[src/rtl/core/etsplit_pkg.sv]
// etsplit_pkg: shared types, field widths and calendar constants for elapsed_time_split
// no dependencies; imported by every module in rtl/core

package etsplit_pkg;

    localparam int IN_W  = 80;
    localparam int OUT_W = 120;

    localparam int YEAR_W = 12;
    localparam int DAY_W  = 9;
    localparam int HOUR_W = 5;
    localparam int MIN_W  = 6;
    localparam int SEC_W  = 6;

    localparam int YMAG_W = 13;
    localparam int THR_W  = 26;
    localparam int TMIN_W = 32;

    localparam int TSEC_OUT_W = 33;
    localparam int TMIN_OUT_W = 27;
    localparam int THR_OUT_W  = 21;
    localparam int PSEC_OUT_W = 7;
    localparam int PMIN_OUT_W = 7;
    localparam int PHR_OUT_W  = 6;
    localparam int PDAY_OUT_W = 10;
    localparam int PYR_OUT_W  = 8;

    localparam logic [9:0] SECS_PER_MIN  = 10'd60;
    localparam logic [9:0] MINS_PER_HOUR = 10'd60;
    localparam logic [9:0] HOURS_PER_DAY = 10'd24;
    localparam logic [9:0] DAYS_PER_YEAR = 10'd365;

    localparam logic [13:0] HOURS_PER_YEAR = 14'd8760;

    typedef struct packed {
        logic [YEAR_W-1:0] yr;
        logic [DAY_W-1:0]  day;
        logic [HOUR_W-1:0] hr;
        logic [MIN_W-1:0]  mn;
        logic [SEC_W-1:0]  sc;
    } stamp_t;

    typedef struct packed {
        logic [YMAG_W-1:0] yr;
        logic [DAY_W-1:0]  day;
        logic [HOUR_W-1:0] hr;
        logic [MIN_W-1:0]  mn;
        logic [SEC_W-1:0]  sc;
        logic              neg;
    } mag_t;

    typedef struct packed {
        logic [TSEC_OUT_W-1:0] t_sec;
        logic [TMIN_OUT_W-1:0] t_min;
        logic [THR_OUT_W-1:0]  t_hr;
        logic [PYR_OUT_W-1:0]  yr;
        logic [DAY_W-1:0]      day;
        logic [HOUR_W-1:0]     hr;
        logic [MIN_W-1:0]      mn;
        logic [SEC_W-1:0]      sc;
        logic                  neg;
    } scaled_t;

    typedef struct packed {
        logic [8:0]        digit;
        logic signed [1:0] carry;
    } norm_t;

    // floor-normalize a signed digit with |v| < 2*radix into digit and carry -2..1
    function automatic norm_t norm_digit(input logic signed [13:0] v,
                                         input logic [9:0] radix);
        logic signed [13:0] r;
        norm_t n;
        r = $signed({4'b0, radix});
        if (v < -r)
        begin
            n.digit = 9'(v + r + r);
            n.carry = 2'b10;
        end
        else if (v < 14'sd0)
        begin
            n.digit = 9'(v + r);
            n.carry = 2'b11;
        end
        else if (v >= r)
        begin
            n.digit = 9'(v - r);
            n.carry = 2'b01;
        end
        else
        begin
            n.digit = 9'(v);
            n.carry = 2'b00;
        end
        return n;
    endfunction

endpackage

[src/rtl/core/etsplit_norm.sv]
// etsplit_norm: stages 1-3, field differences, mixed-radix normalization, sign fold
// depends on etsplit_pkg

module etsplit_norm
    import etsplit_pkg::*;
(
    input  logic   clk,
    input  logic   rst_n,
    input  logic   adv,
    input  logic   in_valid,
    input  stamp_t cur,
    input  stamp_t tgt,
    output logic   out_valid,
    output mag_t   mag
);

    // stage 1
    logic               v1_reg;
    logic [SEC_W-1:0]   sc1_reg, sc1_next;
    logic [MIN_W-1:0]   mn1_reg, mn1_next;
    logic signed [1:0]  c1_reg, c1_next;
    logic signed [5:0]  dh1_reg, dh1_next;
    logic signed [9:0]  dd1_reg, dd1_next;
    logic signed [12:0] dy1_reg, dy1_next;

    logic signed [6:0]  ds, dm;
    logic signed [7:0]  mp;
    norm_t              ns, nm;

    always_comb
    begin
        ds = $signed({1'b0, cur.sc}) - $signed({1'b0, tgt.sc});
        dm = $signed({1'b0, cur.mn}) - $signed({1'b0, tgt.mn});
        ns = norm_digit($signed({{7{ds[6]}}, ds}), SECS_PER_MIN);
        mp = $signed({dm[6], dm}) + $signed({{6{ns.carry[1]}}, ns.carry});
        nm = norm_digit($signed({{6{mp[7]}}, mp}), MINS_PER_HOUR);
        sc1_next = ns.digit[SEC_W-1:0];
        mn1_next = nm.digit[MIN_W-1:0];
        c1_next  = nm.carry;
        dh1_next = $signed({1'b0, cur.hr}) - $signed({1'b0, tgt.hr});
        dd1_next = $signed({1'b0, cur.day}) - $signed({1'b0, tgt.day});
        dy1_next = $signed({1'b0, cur.yr}) - $signed({1'b0, tgt.yr});
    end

    // stage 2
    logic               v2_reg;
    logic signed [13:0] yp2_reg, yp2_next;
    logic [DAY_W-1:0]   day2_reg, day2_next;
    logic [HOUR_W-1:0]  hr2_reg, hr2_next;
    logic [MIN_W-1:0]   mn2_reg;
    logic [SEC_W-1:0]   sc2_reg;

    logic signed [13:0] hp, dp;
    norm_t              nh, nd;

    always_comb
    begin
        hp = $signed({{8{dh1_reg[5]}}, dh1_reg}) + $signed({{12{c1_reg[1]}}, c1_reg});
        nh = norm_digit(hp, HOURS_PER_DAY);
        dp = $signed({{4{dd1_reg[9]}}, dd1_reg}) + $signed({{12{nh.carry[1]}}, nh.carry});
        nd = norm_digit(dp, DAYS_PER_YEAR);
        yp2_next  = $signed({dy1_reg[12], dy1_reg}) + $signed({{12{nd.carry[1]}}, nd.carry});
        day2_next = nd.digit;
        hr2_next  = nh.digit[HOUR_W-1:0];
    end

    // stage 3
    logic       v3_reg;
    mag_t       mag3_reg, mag3_next;
    logic       b0, b1, b2, b3;
    logic [6:0] mn_b;
    logic [5:0] hr_b;
    logic [9:0] day_b;
    logic [13:0] yneg;

    always_comb
    begin
        b0    = (sc2_reg != '0);
        mn_b  = {1'b0, mn2_reg} + 7'(b0);
        b1    = (mn_b != '0);
        hr_b  = {1'b0, hr2_reg} + 6'(b1);
        b2    = (hr_b != '0);
        day_b = {1'b0, day2_reg} + 10'(b2);
        b3    = (day_b != '0);
        yneg  = 14'(-yp2_reg) - 14'(b3);
        mag3_next.neg = yp2_reg[13];
        if (yp2_reg[13])
        begin
            mag3_next.sc  = b0 ? 6'(7'(SECS_PER_MIN) - {1'b0, sc2_reg}) : '0;
            mag3_next.mn  = b1 ? 6'(7'(MINS_PER_HOUR) - mn_b) : '0;
            mag3_next.hr  = b2 ? 5'(6'(HOURS_PER_DAY) - hr_b) : '0;
            mag3_next.day = b3 ? 9'(DAYS_PER_YEAR - day_b) : '0;
            mag3_next.yr  = yneg[YMAG_W-1:0];
        end
        else
        begin
            mag3_next.sc  = sc2_reg;
            mag3_next.mn  = mn2_reg;
            mag3_next.hr  = hr2_reg;
            mag3_next.day = day2_reg;
            mag3_next.yr  = yp2_reg[YMAG_W-1:0];
        end
    end

    always_ff @(posedge clk or negedge rst_n)
    begin
        if (!rst_n)
        begin
            v1_reg <= 1'b0;
            v2_reg <= 1'b0;
            v3_reg <= 1'b0;
        end
        else if (adv)
        begin
            v1_reg <= in_valid;
            v2_reg <= v1_reg;
            v3_reg <= v2_reg;
        end
    end

    always_ff @(posedge clk)
    begin
        if (adv)
        begin
            sc1_reg  <= sc1_next;
            mn1_reg  <= mn1_next;
            c1_reg   <= c1_next;
            dh1_reg  <= dh1_next;
            dd1_reg  <= dd1_next;
            dy1_reg  <= dy1_next;
            yp2_reg  <= yp2_next;
            day2_reg <= day2_next;
            hr2_reg  <= hr2_next;
            mn2_reg  <= mn1_reg;
            sc2_reg  <= sc1_reg;
            mag3_reg <= mag3_next;
        end
    end

    assign out_valid = v3_reg;
    assign mag       = mag3_reg;

endmodule

[src/rtl/core/etsplit_scale.sv]
// etsplit_scale: stages 4-6, total hours, minutes and seconds from magnitude digits
// depends on etsplit_pkg

module etsplit_scale
    import etsplit_pkg::*;
(
    input  logic    clk,
    input  logic    rst_n,
    input  logic    adv,
    input  logic    in_valid,
    input  mag_t    mag,
    output logic    out_valid,
    output scaled_t scaled
);

    logic              v4_reg, v5_reg, v6_reg;
    mag_t              mag4_reg, mag5_reg;
    logic [THR_W-1:0]  thr4_reg, thr4_next;
    logic [THR_W-1:0]  thr5_reg;
    logic [TMIN_W-1:0] tmin5_reg, tmin5_next;
    scaled_t           out6_reg, out6_next;

    always_comb
    begin
        thr4_next = 26'({13'b0, mag.yr} * 26'(HOURS_PER_YEAR))
                  + 26'({17'b0, mag.day} * 26'(HOURS_PER_DAY))
                  + 26'(mag.hr);
        tmin5_next = 32'({6'b0, thr4_reg} * 32'(MINS_PER_HOUR)) + 32'(mag4_reg.mn);

        out6_next.t_sec = 33'({1'b0, tmin5_reg} * 33'(SECS_PER_MIN)) + 33'(mag5_reg.sc);
        out6_next.t_min = tmin5_reg[TMIN_OUT_W-1:0];
        out6_next.t_hr  = thr5_reg[THR_OUT_W-1:0];
        out6_next.yr    = mag5_reg.yr[PYR_OUT_W-1:0];
        out6_next.day   = mag5_reg.day;
        out6_next.hr    = mag5_reg.hr;
        out6_next.mn    = mag5_reg.mn;
        out6_next.sc    = mag5_reg.sc;
        out6_next.neg   = mag5_reg.neg;
    end

    always_ff @(posedge clk or negedge rst_n)
    begin
        if (!rst_n)
        begin
            v4_reg <= 1'b0;
            v5_reg <= 1'b0;
            v6_reg <= 1'b0;
        end
        else if (adv)
        begin
            v4_reg <= in_valid;
            v5_reg <= v4_reg;
            v6_reg <= v5_reg;
        end
    end

    always_ff @(posedge clk)
    begin
        if (adv)
        begin
            mag4_reg  <= mag;
            thr4_reg  <= thr4_next;
            mag5_reg  <= mag4_reg;
            thr5_reg  <= thr4_reg;
            tmin5_reg <= tmin5_next;
            out6_reg  <= out6_next;
        end
    end

    assign out_valid = v6_reg;
    assign scaled    = out6_reg;

endmodule

[src/rtl/core/etsplit_sign.sv]
// etsplit_sign: stage 7, applies the difference sign and holds the output beat
// depends on etsplit_pkg

module etsplit_sign
    import etsplit_pkg::*;
(
    input  logic             clk,
    input  logic             rst_n,
    input  logic             adv,
    input  logic             in_valid,
    input  scaled_t          scaled,
    output logic             out_valid,
    output logic [OUT_W-1:0] out_data
);

    logic             v7_reg;
    logic [OUT_W-1:0] data7_reg, data7_next;

    logic [TSEC_OUT_W-1:0] o_tsec;
    logic [TMIN_OUT_W-1:0] o_tmin;
    logic [THR_OUT_W-1:0]  o_thr;
    logic [PSEC_OUT_W-1:0] o_psec;
    logic [PMIN_OUT_W-1:0] o_pmin;
    logic [PHR_OUT_W-1:0]  o_phr;
    logic [PDAY_OUT_W-1:0] o_pday;
    logic [PYR_OUT_W-1:0]  o_pyr;

    always_comb
    begin
        o_tsec = scaled.neg ? -scaled.t_sec : scaled.t_sec;
        o_tmin = scaled.neg ? -scaled.t_min : scaled.t_min;
        o_thr  = scaled.neg ? -scaled.t_hr  : scaled.t_hr;
        o_psec = scaled.neg ? -PSEC_OUT_W'(scaled.sc)  : PSEC_OUT_W'(scaled.sc);
        o_pmin = scaled.neg ? -PMIN_OUT_W'(scaled.mn)  : PMIN_OUT_W'(scaled.mn);
        o_phr  = scaled.neg ? -PHR_OUT_W'(scaled.hr)   : PHR_OUT_W'(scaled.hr);
        o_pday = scaled.neg ? -PDAY_OUT_W'(scaled.day) : PDAY_OUT_W'(scaled.day);
        o_pyr  = scaled.neg ? -scaled.yr : scaled.yr;
        data7_next = {1'b0, o_pyr, o_pday, o_phr, o_pmin, o_psec, o_thr, o_tmin, o_tsec};
    end

    always_ff @(posedge clk or negedge rst_n)
    begin
        if (!rst_n)
        begin
            v7_reg <= 1'b0;
        end
        else if (adv)
        begin
            v7_reg <= in_valid;
        end
    end

    always_ff @(posedge clk)
    begin
        if (adv)
        begin
            data7_reg <= data7_next;
        end
    end

    assign out_valid = v7_reg;
    assign out_data  = data7_reg;

endmodule

[src/rtl/core/elapsed_time_split.sv]
// elapsed_time_split: top level, signed timestamp difference split into time units
// depends on etsplit_pkg, etsplit_norm, etsplit_scale, etsplit_sign
//
// channel   dir  width  fields (lowest bit first)
// s_axis    in   80     cur_year, cur_day_of_year, cur_hour, cur_minute, cur_second,
//                       tgt_year, tgt_day_of_year, tgt_hour, tgt_minute, tgt_second
// m_axis    out  120    total_seconds, total_minutes, total_hours, part_seconds,
//                       part_minutes, part_hours, part_days, part_years
//
// seven register stages, one beat per cycle while the output is not stalled
// stages: differences, normalize, sign fold, hours, minutes, seconds, sign/output
// the whole pipeline advances when the output register is empty or taken
// reset clears all valid bits; nothing else needs clearing

module elapsed_time_split
    import etsplit_pkg::*;
(
    input  logic             clk,
    input  logic             rst_n,
    input  logic             s_axis_tvalid,
    output logic             s_axis_tready,
    input  logic [IN_W-1:0]  s_axis_tdata,  // cur y,d,h,m,s then tgt y,d,h,m,s
    output logic             m_axis_tvalid,
    input  logic             m_axis_tready,
    output logic [OUT_W-1:0] m_axis_tdata   // tot s,m,h; part s,m,h,d,y
);

    logic    adv;
    stamp_t  cur, tgt;
    logic    norm_valid, scale_valid;
    mag_t    mag;
    scaled_t scaled;

    assign adv           = !m_axis_tvalid || m_axis_tready;
    assign s_axis_tready = adv;

    assign cur.yr  = s_axis_tdata[11:0];
    assign cur.day = s_axis_tdata[20:12];
    assign cur.hr  = s_axis_tdata[25:21];
    assign cur.mn  = s_axis_tdata[31:26];
    assign cur.sc  = s_axis_tdata[37:32];
    assign tgt.yr  = s_axis_tdata[49:38];
    assign tgt.day = s_axis_tdata[58:50];
    assign tgt.hr  = s_axis_tdata[63:59];
    assign tgt.mn  = s_axis_tdata[69:64];
    assign tgt.sc  = s_axis_tdata[75:70];

    etsplit_norm u_norm
    (
        .clk       (clk),
        .rst_n     (rst_n),
        .adv       (adv),
        .in_valid  (s_axis_tvalid),
        .cur       (cur),
        .tgt       (tgt),
        .out_valid (norm_valid),
        .mag       (mag)
    );

    etsplit_scale u_scale
    (
        .clk       (clk),
        .rst_n     (rst_n),
        .adv       (adv),
        .in_valid  (norm_valid),
        .mag       (mag),
        .out_valid (scale_valid),
        .scaled    (scaled)
    );

    etsplit_sign u_sign
    (
        .clk       (clk),
        .rst_n     (rst_n),
        .adv       (adv),
        .in_valid  (scale_valid),
        .scaled    (scaled),
        .out_valid (m_axis_tvalid),
        .out_data  (m_axis_tdata)
    );

endmodule

[config.mk]
export PLATFORM = sky130hd
export DESIGN_NAME = elapsed_time_split
export DESIGN_NICKNAME = d
export VERILOG_FILES = /design/src/rtl/core/etsplit_pkg.sv /design/src/rtl/core/etsplit_norm.sv /design/src/rtl/core/etsplit_scale.sv /design/src/rtl/core/etsplit_sign.sv /design/src/rtl/core/elapsed_time_split.sv
export SDC_FILE = /design/constraint.sdc
export NUM_CORES = 1
export LEC_CHECK = 0
export BUFFER_PORTS_ARGS = -buffer_cell sky130_fd_sc_hd__buf_2
export CORE_ASPECT_RATIO = 1.25
export CORE_MARGIN = 2
export CORE_UTILIZATION = 25
export CTS_BUF_LIST = sky130_fd_sc_hd__clkbuf_8
export DETAILED_ROUTE_END_ITERATION = 8
export SLEW_MARGIN = 20
export SYNTH_ARGS = -nofsm -noshare
export SYNTH_HDL_FRONTEND = slang
export SYNTH_SLANG_ARGS = --single-unit
[constraint.sdc]
create_clock -name clk -period 53.6 [get_ports clk]
set_input_delay 10.72 -clock clk [delete_from_list [all_inputs] [get_ports clk]]
set_output_delay 10.72 -clock clk [all_outputs]
set_load 0.03 [all_outputs]
==> impl_results.md <==
* HPWL after DPL at 50.4 mm
* Crit end category: primary output
* Number of placed cells counting well taps at 4660
* FF+latch count, synth at 491
* Final wirelength at 64.4 mm
* Initial drt markers at 936
* Clk buf depth at 3
* Worst path cell trace: buf_2, nand2b_4, buf_2
* Reg clk slew, reported paths at 0.06 ns
* RePlAce Congestion at 0.842
* Sequential cell area fraction in the yosys report at 0.454
* Post-layout instance count excluding filler cells at 4818
* Die height at 407 um
* Hold Crit Class: reg2reg
* Gr usage total at 0.0974
* R2R cell count at 40
* Outcome: finished, final reports clean
* Inserted Clock Buffers at 84
* Post-Synthesis Cells at 2789
* Critical-path top delay cell: nand2b_4
* Final hold vios at 0
* Area delta synth->final at 14.7%
* Worst setup path endpoint: s_axis_tready
* Setup TNS Final at 0 ns
* Clk Latency, worst-skew pair at 0.71 ns
* Initial core utilization at 0.252
* Die area at 133000 um2
* Required time of the critical path at 42.88 ns
* Global-route wire length before repair at 104 mm
* Detail Route Antenna Nets at 0
* Crit path buf inv count at 2
* Synthesized cell area at 32400 um2
* TritonCTS clock tree: built
* Critical path depth at 3
* Synth warn at 0
* CP max FO at 11
* Post-synth ARST share at 0.0143
* Period utilization at 0.412
* Clock root buffer: clkbuf_8
* Max_slew headroom at 0.324
* CP startpoint: m_axis_tready
* Die extent in x at 326 um
* Routed vias/inst at 4.28
* Postcts setup bufs at 0
* DR pass1 iterations at 5
* Vias in the first global route at 20400
* Share of the synthesized area in the top cell type at 0.448
* # rows at 147
* Synth top area cells: edfxtp_1, ha_1, fa_1
* Delay-heaviest family, CP: buffers and inverters
* Post-synth EDFFs at 484
* F_max at 0.0453 GHz
* Worst Skew at 0.0355 ns
* CP most frequent cell: buf_2
* Largest net degree at the start of global routing at 163
* # fillers at 13200
* Worst Min Path Start: u_scale.mag4_reg[24]$_DFFE_PP_
* RSZ-0062 raised after global routing: no
* Total gr overflow at 0
* Max reg flops at 112
* CP Data Arrival Time at 11.34 ns
* FF-to-FF Start: u_norm.sc2_reg[1]$_DFFE_PP_
* Slowest cell delay on critical path at 0.27 ns
* Vias post-DR at 20600
* Most common flop cell mapped by yosys: edfxtp_1
* Reg-to-Reg End: u_norm.mag[38]$_DFFE_PP_
* Distinct cells, synth at 85
* Top-count cell post-synth: edfxtp_1
* Final setup fails at 0
* Placed instance area at 35500 um2
* Nets at 3548
* Drc violations at 0
* Port Buf Inserts at 200
* CTS resizes at 0
* Syn avg cell area at 11.6 um2
* R2r setup slk at 45.11 ns
* Worst-margin pin slew at 1.01 ns
* Antenna violations before repair at 2
* CTS sink cnt at 491
* Design Area, Final at 37200 um2
* Most frequent cells after synthesis: edfxtp_1, ha_1, xnor2_1, inv_1, nand2_1
* Max-slew violation count at 0
* Syn Nets at 3304
* Ports at 206
* CP Class: in2out
* Core Box Area at 129000 um2
* Worst setup SP type: input pin
* Area leader, netlist: edfxtp_1
* H-Tree Depth at 3
* Max-cap viol count at 0
* Tmin final at 22.06 ns
* Wire length per cell at 13.4 um
* Layout cells sized above 1 at 0.123
* Cts hold-fix bufs at 0
==> layout make-up <==
cell class	instances	area, um2	share of cell area
multi-input cells	2001	16600	0.446
clock buffers	84	1160	0.0311
well taps	1713	2140	0.0576
flip-flops and latches	491	14700	0.395
clock inverters	72	589	0.0158
inverters	243	912	0.0245
diodes	2	5.00	0.000135
repair buffers	212	1100	0.0297
==> worst register-to-register path, delay by kind of cell (launching register included) <==
kind	cells	cell delay (ns)
xor+xnor	1	0.12
flops	1	0.42
buf+inv	8	0.67
compound gates	11	2.11
mux	1	0.27
fa+ha+maj	11	2.61
simple gates	8	2.05
==> worst min-delay path by stage <==
stage,to,slack (ns),cells after the start
finish,u_scale.mag5_reg[24]$_DFFE_PP_,0.40,0
global route,u_scale.scaled[54]$_DFFE_PP_,0.42,0
CTS,u_scale.mag5_reg[24]$_DFFE_PP_,0.40,0
detailed placement,u_scale.mag4_reg[4]$_DFFE_PP_,0.40,0
global placement,u_scale.scaled[28]$_DFFE_PP_,0.40,0
floorplan,u_norm.mn2_reg[0]$_DFFE_PP_,0.40,0
==> stage by stage <==
step,util,worst slack (ns),hold slack (ns)
2_1_floorplan,-,18.58,0.400
3_3_place_gp,0.276,31.47,0.401
3_5_place_dp,0.276,31.47,0.405
4_1_cts,0.289,31.47,0.402
5_1_grt,0.289,31.47,0.420
6_report,0.289,31.54,0.400
==> layout by cell type, fill, tap and decap left out, types with 20 or more instances in the layout <==
| cell type | instances |
|---|---|
| a21o_1 | 54 |
| a21oi_1 | 152 |
| buf_2 | 200 |
| clkbuf_8 | 84 |
| edfxtp_1 | 484 |
| fa_1 | 142 |
| ha_1 | 289 |
| inv_1 | 263 |
| nand2_1 | 186 |
| nand2b_1 | 27 |
| nand3_1 | 59 |
| nor2_1 | 128 |
| nor2b_1 | 34 |
| nor3_1 | 49 |
| o21a_1 | 20 |
| o21ai_0 | 154 |
| o21bai_1 | 24 |
| o31ai_1 | 28 |
| or3_1 | 25 |
| xnor2_1 | 257 |
| xor2_1 | 89 |
==> kinds of logic after synthesis <==
logic type,after synthesis,share of synthesized area
AO/OA/AOI/OAI,575,0.113
buffers and inverters,297,0.0354
multiplexers,20,0.00675
XOR/XNOR,346,0.0935
flip-flops,491,0.454
AND/OR/NAND/NOR,627,0.0979
adder cells (fa/ha/maj),432,0.199
other,1,0.000116
==> layer usage <==
layer | share of wire | track usage | up-vias | wire [um]
li1 | - | - | 10500 | -
met1 | 0.45 | 0.121 | 9599 | 29000
met2 | 0.47 | 0.167 | 360 | 30600
met3 | 0.050 | 0.0208 | 96 | 3190
met4 | 0.025 | 0.0342 | 0 | 1620
met5 | 0 | 0 | - | 0
Power is not shown: default switching activity piles up to over one toggle a cycle in this logic, so the estimate is an artifact.
